--- src/rtl/tfd_pkg.sv ---
// Shared types and constants for the tilt fall-direction detector.
`default_nettype none

package tfd_pkg;

    // Field widths fixed by the sample and register formats.
    localparam int ANGLE_W  = 16;
    localparam int LIMIT_W  = 15;
    localparam int SETTLE_W = 8;
    localparam int CFG_IDX_W  = 2;
    localparam int CFG_DATA_W = 15;

    // Configuration register indexes.
    localparam logic [CFG_IDX_W-1:0] CFG_TILT_LIMIT     = 2'd0;
    localparam logic [CFG_IDX_W-1:0] CFG_FALL_BAND_LOW  = 2'd1;
    localparam logic [CFG_IDX_W-1:0] CFG_FALL_BAND_HIGH = 2'd2;
    localparam logic [CFG_IDX_W-1:0] CFG_SETTLE_COUNT   = 2'd3;

    // Register values after reset.
    localparam logic [LIMIT_W-1:0]  TILT_LIMIT_RST     = 15'd3200;
    localparam logic [LIMIT_W-1:0]  FALL_BAND_LOW_RST  = 15'd7680;
    localparam logic [LIMIT_W-1:0]  FALL_BAND_HIGH_RST = 15'd15360;
    localparam logic [SETTLE_W-1:0] SETTLE_COUNT_RST   = 8'd10;

    // Posture codes as seen on the result port.
    typedef enum logic [2:0] {
        POS_STABLE   = 3'd0,
        POS_UNSTABLE = 3'd1,
        POS_FRONT    = 3'd2,
        POS_BACK     = 3'd3,
        POS_LEFT     = 3'd4,
        POS_RIGHT    = 3'd5
    } posture_t;

    // Classification of one sample against the tilt limit and fall bands.
    typedef struct packed {
        logic tilted;
        logic front;
        logic back;
        logic left;
        logic right;
    } tilt_class_t;

endpackage

`default_nettype wire

--- src/rtl/tfd_classify.sv ---
// Compares one registered sample against the tilt limit and the fall bands.
`default_nettype none

module tfd_classify
    import tfd_pkg::*;
(
    input  wire logic signed [ANGLE_W-1:0] pitch_deg,
    input  wire logic signed [ANGLE_W-1:0] roll_deg,
    input  wire logic [LIMIT_W-1:0]        tilt_limit,
    input  wire logic [LIMIT_W-1:0]        fall_band_low,
    input  wire logic [LIMIT_W-1:0]        fall_band_high,
    output tilt_class_t                    cls
);

    localparam int EXT_W = ANGLE_W + 1;

    logic signed [EXT_W-1:0] pitch_x;
    logic signed [EXT_W-1:0] roll_x;
    logic signed [EXT_W-1:0] lim_x;
    logic signed [EXT_W-1:0] lo_x;
    logic signed [EXT_W-1:0] hi_x;
    logic signed [EXT_W-1:0] lim_neg;
    logic signed [EXT_W-1:0] lo_neg;
    logic signed [EXT_W-1:0] hi_neg;

    // One extra bit keeps the most negative angle and the negated limits exact.
    always_comb
    begin
        pitch_x = {pitch_deg[ANGLE_W-1], pitch_deg};
        roll_x  = {roll_deg[ANGLE_W-1], roll_deg};
        lim_x   = signed'({{(EXT_W-LIMIT_W){1'b0}}, tilt_limit});
        lo_x    = signed'({{(EXT_W-LIMIT_W){1'b0}}, fall_band_low});
        hi_x    = signed'({{(EXT_W-LIMIT_W){1'b0}}, fall_band_high});
        lim_neg = -lim_x;
        lo_neg  = -lo_x;
        hi_neg  = -hi_x;
    end

    // Magnitude tests are split into a positive and a negative compare.
    always_comb
    begin
        cls.tilted = (pitch_x > lim_x) || (pitch_x < lim_neg)
                  || (roll_x > lim_x) || (roll_x < lim_neg);
        cls.front  = (pitch_x > lo_x) && (pitch_x < hi_x);
        cls.back   = (pitch_x < lo_neg) && (pitch_x > hi_neg);
        cls.right  = (roll_x > lo_x) && (roll_x < hi_x);
        cls.left   = (roll_x < lo_neg) && (roll_x > hi_neg);
    end

endmodule

`default_nettype wire

--- src/rtl/tfd_runs.sv ---
// Run counters and posture register, updated once per sample.
`default_nettype none

module tfd_runs
    import tfd_pkg::*;
#(
    parameter int COUNT_WIDTH = 8
)
(
    input  wire logic                clk,
    input  wire logic                rst_n,
    input  wire logic                step,
    input  wire logic                clear,
    input  wire tilt_class_t         cls,
    input  wire logic [SETTLE_W-1:0] settle_count,
    output posture_t                 posture
);

    localparam int CMP_W = COUNT_WIDTH + SETTLE_W;

    logic [COUNT_WIDTH-1:0] front_run_reg, front_run_next;
    logic [COUNT_WIDTH-1:0] back_run_reg,  back_run_next;
    logic [COUNT_WIDTH-1:0] left_run_reg,  left_run_next;
    logic [COUNT_WIDTH-1:0] right_run_reg, right_run_next;
    logic [COUNT_WIDTH-1:0] calm_run_reg,  calm_run_next;
    posture_t               posture_reg,   posture_next;
    logic [CMP_W-1:0]       settle_x;

    // Saturating increment of a run counter, starting from zero on clear.
    function automatic logic [COUNT_WIDTH-1:0] bump(input logic [COUNT_WIDTH-1:0] run,
                                                    input logic cl);
        logic [COUNT_WIDTH-1:0] base;
        base = cl ? '0 : run;
        return (base == '1) ? base : base + 1'b1;
    endfunction

    function automatic logic over(input logic [COUNT_WIDTH-1:0] run,
                                  input logic [CMP_W-1:0] lim);
        logic [CMP_W-1:0] run_x;
        run_x = {{SETTLE_W{1'b0}}, run};
        return run_x > lim;
    endfunction

    // Next counter values and posture for the sample in flight.
    always_comb
    begin
        settle_x = {{COUNT_WIDTH{1'b0}}, settle_count};
        if (cls.tilted)
        begin
            calm_run_next  = '0;
            front_run_next = cls.front ? bump(front_run_reg, clear) : '0;
            back_run_next  = cls.back  ? bump(back_run_reg, clear)  : '0;
            left_run_next  = cls.left  ? bump(left_run_reg, clear)  : '0;
            right_run_next = cls.right ? bump(right_run_reg, clear) : '0;
        end
        else
        begin
            calm_run_next  = bump(calm_run_reg, clear);
            front_run_next = '0;
            back_run_next  = '0;
            left_run_next  = '0;
            right_run_next = '0;
        end

        posture_next = posture_reg;
        if (cls.tilted && (cls.front || cls.back || cls.left || cls.right))
        begin
            posture_next = POS_UNSTABLE;
        end
        if (over(front_run_next, settle_x))
        begin
            posture_next = POS_FRONT;
        end
        else if (over(back_run_next, settle_x))
        begin
            posture_next = POS_BACK;
        end
        else if (over(left_run_next, settle_x))
        begin
            posture_next = POS_LEFT;
        end
        else if (over(right_run_next, settle_x))
        begin
            posture_next = POS_RIGHT;
        end
        else if (over(calm_run_next, settle_x))
        begin
            posture_next = POS_STABLE;
        end
    end

    // State registers move only when a sample is retired.
    always_ff @(posedge clk or negedge rst_n)
    begin
        if (!rst_n)
        begin
            front_run_reg <= '0;
            back_run_reg  <= '0;
            left_run_reg  <= '0;
            right_run_reg <= '0;
            calm_run_reg  <= '0;
            posture_reg   <= POS_STABLE;
        end
        else if (step)
        begin
            front_run_reg <= front_run_next;
            back_run_reg  <= back_run_next;
            left_run_reg  <= left_run_next;
            right_run_reg <= right_run_next;
            calm_run_reg  <= calm_run_next;
            posture_reg   <= posture_next;
        end
    end

    assign posture = posture_reg;

    // A calm run and a direction run never count at the same time.
    assert property (@(posedge clk) disable iff (!rst_n)
        (calm_run_reg != '0) |-> ((front_run_reg | back_run_reg
                                   | left_run_reg | right_run_reg) == '0))
        else $error("calm run active together with a direction run");

endmodule

`default_nettype wire

--- src/rtl/tilt_fall_direction_detector.sv ---
// Top level of the tilt fall-direction detector: config registers and pipeline control.
//
// The block takes one pitch/roll beat per clock cycle unless the result side stalls. An
// accepted beat is held in an input register while it is compared against the tilt
// limit and the fall bands, then retired into the run counters and the posture register,
// which also serves as the result register: the posture beat is offered once the held
// beat has retired, and with the result side always ready a new sample is taken every
// cycle. The rate is set by the single compare-and-count pass between the input register
// and the counters. Configuration writes take effect at once and are meant to be made
// while no beat is in flight.
`default_nettype none

module tilt_fall_direction_detector
    import tfd_pkg::*;
#(
    parameter int COUNT_WIDTH = 8
)
(
    input  wire logic                   clk,
    input  wire logic                   rst_n,
    input  wire logic                   cfg_write,
    input  wire logic [CFG_IDX_W-1:0]   cfg_index,
    input  wire logic [CFG_DATA_W-1:0]  cfg_data,
    input  wire logic                   sample_valid,
    output logic                        sample_ready,
    input  wire logic signed [ANGLE_W-1:0] pitch_deg,
    input  wire logic signed [ANGLE_W-1:0] roll_deg,
    input  wire logic                   clear_runs,
    output logic                        result_valid,
    input  wire logic                   result_ready,
    output logic [2:0]                  posture
);

    logic [LIMIT_W-1:0]  tilt_limit_reg;
    logic [LIMIT_W-1:0]  fall_band_low_reg;
    logic [LIMIT_W-1:0]  fall_band_high_reg;
    logic [SETTLE_W-1:0] settle_count_reg;

    logic                       hold_valid_reg;
    logic signed [ANGLE_W-1:0]  pitch_reg;
    logic signed [ANGLE_W-1:0]  roll_reg;
    logic                       clear_reg;
    logic                       result_valid_reg;
    logic                       advance;
    tilt_class_t                cls;
    posture_t                   posture_q;

    // Configuration registers.
    always_ff @(posedge clk or negedge rst_n)
    begin
        if (!rst_n)
        begin
            tilt_limit_reg     <= TILT_LIMIT_RST;
            fall_band_low_reg  <= FALL_BAND_LOW_RST;
            fall_band_high_reg <= FALL_BAND_HIGH_RST;
            settle_count_reg   <= SETTLE_COUNT_RST;
        end
        else if (cfg_write)
        begin
            case (cfg_index)
                CFG_TILT_LIMIT:     tilt_limit_reg     <= cfg_data[LIMIT_W-1:0];
                CFG_FALL_BAND_LOW:  fall_band_low_reg  <= cfg_data[LIMIT_W-1:0];
                CFG_FALL_BAND_HIGH: fall_band_high_reg <= cfg_data[LIMIT_W-1:0];
                CFG_SETTLE_COUNT:   settle_count_reg   <= cfg_data[SETTLE_W-1:0];
                default:            ;
            endcase
        end
    end

    // The held beat retires when the result slot is empty or being drained.
    assign advance      = hold_valid_reg && (!result_valid_reg || result_ready);
    assign sample_ready = !hold_valid_reg || advance;

    // Input register.
    always_ff @(posedge clk or negedge rst_n)
    begin
        if (!rst_n)
        begin
            hold_valid_reg <= 1'b0;
        end
        else if (sample_ready)
        begin
            hold_valid_reg <= sample_valid;
        end
    end

    always_ff @(posedge clk)
    begin
        if (sample_valid && sample_ready)
        begin
            pitch_reg <= pitch_deg;
            roll_reg  <= roll_deg;
            clear_reg <= clear_runs;
        end
    end

    // Result valid flag.
    always_ff @(posedge clk or negedge rst_n)
    begin
        if (!rst_n)
        begin
            result_valid_reg <= 1'b0;
        end
        else if (advance)
        begin
            result_valid_reg <= 1'b1;
        end
        else if (result_ready)
        begin
            result_valid_reg <= 1'b0;
        end
    end

    tfd_classify u_classify (
        .pitch_deg      (pitch_reg),
        .roll_deg       (roll_reg),
        .tilt_limit     (tilt_limit_reg),
        .fall_band_low  (fall_band_low_reg),
        .fall_band_high (fall_band_high_reg),
        .cls            (cls)
    );

    tfd_runs #(
        .COUNT_WIDTH (COUNT_WIDTH)
    ) u_runs (
        .clk          (clk),
        .rst_n        (rst_n),
        .step         (advance),
        .clear        (clear_reg),
        .cls          (cls),
        .settle_count (settle_count_reg),
        .posture      (posture_q)
    );

    assign result_valid = result_valid_reg;
    assign posture      = posture_q;

    // The posture only changes when a beat retires.
    assert property (@(posedge clk) disable iff (!rst_n)
        !advance |=> $stable(posture))
        else $error("posture changed without a retiring beat");

    // A held sample is never dropped while the result side stalls.
    assert property (@(posedge clk) disable iff (!rst_n)
        (hold_valid_reg && !advance) |=> hold_valid_reg)
        else $error("held sample lost while stalled");

    // A retired beat always leaves a result on offer.
    assert property (@(posedge clk) disable iff (!rst_n)
        advance |=> result_valid)
        else $error("retired beat produced no result");

endmodule

`default_nettype wire

--- config.mk ---
export PLATFORM = sky130hd
export DESIGN_NAME = tilt_fall_direction_detector
export DESIGN_NICKNAME = d
export VERILOG_FILES = /design/src/rtl/tfd_pkg.sv /design/src/rtl/tfd_classify.sv /design/src/rtl/tfd_runs.sv /design/src/rtl/tilt_fall_direction_detector.sv
export SDC_FILE = /design/constraint.sdc
export NUM_CORES = 1
export LEC_CHECK = 0
export ABC_AREA = 1
export BUFFER_PORTS_ARGS = -buffer_cell sky130_fd_sc_hd__buf_2
export CAP_MARGIN = 20
export CORE_ASPECT_RATIO = 0.5
export CORE_UTILIZATION = 30
export DETAILED_ROUTE_END_ITERATION = 12
export PLACE_DENSITY = 0.46
export RECOVER_POWER = 100
export SLEW_MARGIN = 5
export SYNTH_ARGS = -nofsm -noshare
export SYNTH_HDL_FRONTEND = slang
export SYNTH_HIERARCHICAL = 1
export SYNTH_SLANG_ARGS = --single-unit
--- constraint.sdc ---
create_clock -name clk -period 5.3 [get_ports clk]
set_input_delay 0.265 -clock clk [delete_from_list [all_inputs] [get_ports clk]]
set_output_delay 0.265 -clock clk [all_outputs]
set_load 0.01 [all_outputs]
[Word-level counts from Yosys, hierarchy flattened]
Index checks and enable logic that the tools add are counted.
Storage, ports and cells
  register bits: 131
  input bits: 55
  logic and storage cells: 100
  output and inout bits: 5
Cells by class
  equality and inequality tests: 8
  muxes and demuxes: 27
  magnitude comparators: 17
  reductions and logical operators: 25
  $add $sub $neg: 8
Operators with widths (count)
  $mux W8: 19
  $lt A16 B17 Y1: 4
  $gt A16 B16 Y1: 4
  $neg A15 Y17: 3
  $add A8 B1 Y8 const B: 5
  $eq A8 B8 Y1 const B: 5
  $gt A8 B8 Y1: 5
  $gt A16 B17 Y1: 2
  $lt A16 B16 Y1: 2
  $mux W3: 6
  $reduce_and A2 Y1: 5
  $logic_or A1 B1 Y1: 8
  $logic_and A1 B1 Y1: 7
  $reduce_bool A6 Y1: 1
  $eq A2 B2 Y1 const B: 2
  $eq A2 B1 Y1 const B: 1
  $logic_not A1 Y1: 2
  $logic_not A2 Y1: 1
  $mux W1: 2
  $reduce_bool A2 Y1: 1

[Longest topological paths before layout]
  depth after elaboration: 13
  depth in mapped cells: 39

[Cells and area by module]
Netlist, hierarchy kept.
By module, submodules not included
  tfd_classify: area each 5257.5 µm², cells each 777, times used 1
  tfd_runs: area each 3965.1 µm², cells each 581, times used 1
  tilt_fall_direction_detector: area each 3270.6 µm², cells each 281, times used 1

[Worst setup path before layout]
Ideal clock, no wire load.
  kind: register to register
  start point: reg fall_band_high_reg[1]
  end point: reg u_runs.posture_reg[0], in the netlist u_runs/posture[0]
  period minus slack after synthesis: 4.381 ns
  library setup time: 0.117 ns
  arrival: 4.265 ns
  cell stages (with the launch flop): 37
  required time: 5.183 ns
  setup slack: 0.919 ns
  cell sequence: dfrtp_1 -> inv_1 -> ha_1 -> nand3_2 -> nor2_1 -> nand2_1 -> nor2_1 -> inv_1 -> nor3_2 -> nand2_1 -> nor2_1 -> nand3_1 -> xor2_1 -> ha_1 -> nand2_1 -> or4_1 -> o31ai_1 -> nand2_1 -> o21ai_0 -> nor2_1 -> nand2_1 -> inv_1 -> nand3_1 -> inv_1 -> ha_1 -> nand2_1 -> nand2_1 -> nand2_1 -> nand2_1 -> nand2_1 -> nand2_1 -> nand2_1 -> nand2_1 -> o21ai_2 -> nand2_1 -> nand2_1 -> nand2_1
RTL lines
  from (decl): RTL line tilt_fall_direction_detector.sv:36  | logic [LIMIT_W-1:0] fall_band_high_reg;
  from (signal assigned): RTL line tilt_fall_direction_detector.sv:63  | CFG_FALL_BAND_HIGH: fall_band_high_reg <= cfg_data[LIMIT_W-1:0];
  to (signal assigned): RTL line tfd_runs.sv:111  | posture_reg <= posture_next;
  to (decl): RTL line tfd_runs.sv:26  | posture_t posture_reg, posture_next;

==> run_results.csv <==
group,metric,value,unit
worst_setup_path,cp_data_arrival_time,5.23,ns
route,drc,0,
floorplanning,core,40730,µm²
route,firstDrtPassIters,5,
pwr,irDropWorstVdd,236.5,µV
route,viasPerCell,4.791,
layout,layout-drive-gt1-share,12.29,%
timing,hold_viol_final,0,
run,max_cap_viol_count,3,
pwr,power_density,276.3,nW/µm²
timing,worst_pin_slew,3.612,ns
timing,slew_headroom,-140.8,%
timing,final_max_slew_viol_count,154,
floorplanning,num_io_pins,60,
timing,finalSetupTns,0,ns
layout,n_antenna_cell,0,
synth,yosys.cell_types.count,48,
worst_setup_path,end_kind,"flop",
clock_tree,cts_tree,"built",
place,routabilityCongestion,0.8759,
route,wirelength,38380,µm
worst_setup_path,cpLargestDelayFamily,"simple AND/OR/NAND/NOR gates",
synth,synth_nets,1924,
layout,final_common_cell,"nand2_1",
worst_setup_path,startpoint_type,"flop",
synth,synth_edf_count,33,
layout,area_delta_synth_final,16.29,%
layout,nFillCells,4355,
layout,layout.nets,2038,
global_route,grt_pass1_wl,61460,µm
synth,synth_top_cell_by_area,"ha_1",
worst_setup_path,critical_path.max_stage_delay,0.54,ns
global_route,grt_pass1_vias,10857,
layout,final_cell_mix,"nand2_1, ha_1, inv_1",
clock_tree,htree_levels,4,
clock_tree,ctsRootBufferMaster,"clkbuf_16",
pwr,leakagePower,7.362,nW
floorplanning,die_w,290.6,µm
outcome,status,"finished with violations",
global_route,antenna_found_initial,0,
worst_setup_path,critPathMaxFanout,6,
route,vias,11049,
clock_tree,path_clk_slew,0.07,ns
synth,synthTopCellsByArea,"ha_1, dfrtp_1, nand2_1, edfxtp_1, inv_1",
clock_tree,clock_latency,0.45,ns
timing,finalClockSkew,0.01558,ns
outcome,violations,"capacitance limit, slew limit",
clock_tree,cts_made_buffers,17,
synth,yosys_warnings,6,
global_route,grt_overflow_total,0,
floorplanning,die-area,42510,µm²
synth,ys_seq_elements,131,
synth,syn_inst,1639,
worst_setup_path,cp.required,5.64,ns
route,wl_per_cell,16.65,µm
worst_setup_path,cp_slowest_cell,"or4_1",
route,drtAntennaViolNets,0,
worst_setup_path,critPathBufInv,4,
hold_path,hold_class,"in -> reg",
synth,ys_seq_area_share,27.69,%
synth,avgSynthCellArea,7.622,µm²
synth,ys.flop_type,"dfrtp_1",
synth,async_flop_share,74.81,%
place,dp_hpwl,29720,µm
synth,synth.cell_area,12490,µm²
worst_setup_path,critPathKind,"reg -> reg",
floorplanning,die_h,146.3,µm
floorplanning,start_util,30.67,%
timing,fin_crit_sh,92.34,%
timing,rsz0062_at_grt,"no",
synth,synth_top_area_share,23.03,%
place,io_buffers,59,
global_route,gr-usage-all-layers,18.75,%
clock_tree,clock_sinks,131,
timing,fmax,204.3,MHz
global_route,grt_max_degree,62,
route,drtIter0Drc,601,
timing,setup_viol,0,
floorplanning,floorplan.rows,52,
timing,hold_slack,0.03694,ns
clock_tree,cts.path.max_buffers,2,
timing,finalCriticalPeriod,4.894,ns
worst_setup_path,cp_common_cell,"nand2_1",
[power breakdown]
part,internal (mW),switching [mW]
Combinational,0.537,0.905
Sequential,1.16,0.166
Clock,0.724,0.521
Total,2.42,1.59
[timing repair]
action	in CTS	in global routing
resized for setup	0	29
buffers inserted	0	3
setup endpoints to repair	0	3
hold buffers	34	0
hold endpoints to repair	85	0
[metal layers]
metal	up-vias	track usage, %	routed length [µm]
met3	22	2.984	1308
met2	147	30.10	16770
li1	5746	-	-
met4	0	4.233	507
met5	-	0	0
met1	5134	26.37	19800
[kinds of logic (layout without fill, tap and decap cells)]
kind of cell / after synthesis / count (layout) / share of synthesized area [%]
muxes: 1 / 1 / 0.08012
and+or+nand+nor: 750 / 750 / 27.66
adders and majority gates: 230 / 230 / 23.03
buffers and inverters: 252 / 379 / 7.922
AOI/OAI and AO/OA: 217 / 217 / 9.544
xor gates and xnor gates: 58 / 58 / 4.066
DFF: 131 / 131 / 27.69
[worst reg2reg max path: cells and delay by family, from the launching register on]
kind	cells	cell delay [ns]
AND/OR/NAND/NOR	25	2.64
XOR/XNOR	1	0.18
AO/OA/AOI/OAI	3	0.48
buffers and inverters	4	0.28
adder cells (fa/ha/maj)	3	0.77
flip-flops	1	0.44
[worst paths after layout]
check | start | endpoint | slack [ns] | depth (start not counted)
setup reg to reg | fall_band_high_reg[0]$_DFFE_PN0P_ | u_runs/posture[0]$_DFFE_PN0P_ | 0.41 | 36
setup / recovery | fall_band_high_reg[0]$_DFFE_PN0P_ | u_runs/posture[0]$_DFFE_PN0P_ | 0.41 | 36
min in group asynchronous | rst_n | u_runs/calm_run_reg[3]$_DFFE_PN0P_ | 1.60 | 2
hold reg to reg | settle_count_reg[1]$_DFFE_PN1P_ | settle_count_reg[1]$_DFFE_PN1P_ | 0.47 | 2
max in group asynchronous | rst_n | u_runs/back_run_reg[3]$_DFFE_PN0P_ | 1.25 | 3
hold / removal | sample_valid | hold_valid_reg$_DFFE_PN0P_ | 0.04 | 3
[synth_stat cells, types with 4 or more instances]
cell	n
nand3_1	81
nand4_1	69
a21oi_1	105
o21ai_0	43
nor2_2	10
nor2_1	101
inv_1	209
dfrtp_1	85
o31ai_1	6
nor3_2	9
nand2_1	407
o21ai_1	31
ha_1	230
clkbuf_1	12
o211ai_1	10
dfstp_2	13
xnor2_1	7
edfxtp_1	33
o21a_1	7
nor3_1	24
nand2_2	16
nor2_4	8
buf_2	15
nand3_2	5
nand3b_1	4
xor2_1	51
inv_2	10
a21oi_2	6
[area by class of cell]
class | count | area, µm² | area share, %
Clock inverter | 11 | 126.4 | 0.8698
Multi-Input combinational cell | 1256 | 8112 | 55.83
Timing Repair Buffer | 126 | 860.8 | 5.925
Inverter | 221 | 832.0 | 5.727
Tap cell | 540 | 675.6 | 4.650
Clock buffer | 21 | 461.7 | 3.178
Sequential cell | 131 | 3461 | 23.82
[stage by stage]
step | total power [mW] | std cells | instance area (µm²) | setup WS (ns) | utilization (%)
5_1_grt | 4.344 | 2306 | 14530 | 0.006169 | 35.67
6_report | 4.015 | 2306 | 14530 | 0.4058 | 35.67
2_1_floorplan | 2.278 | 1639 | 12490 | 0.9188 | -
3_3_place_gp | 2.759 | 2237 | 13540 | 0.1304 | 33.24
3_5_place_dp | 2.758 | 2237 | 13540 | 0.1213 | 33.24
4_1_cts | 4.053 | 2303 | 14470 | 0.09894 | 35.52
Note: power is estimated with default switching activity, not from simulation.
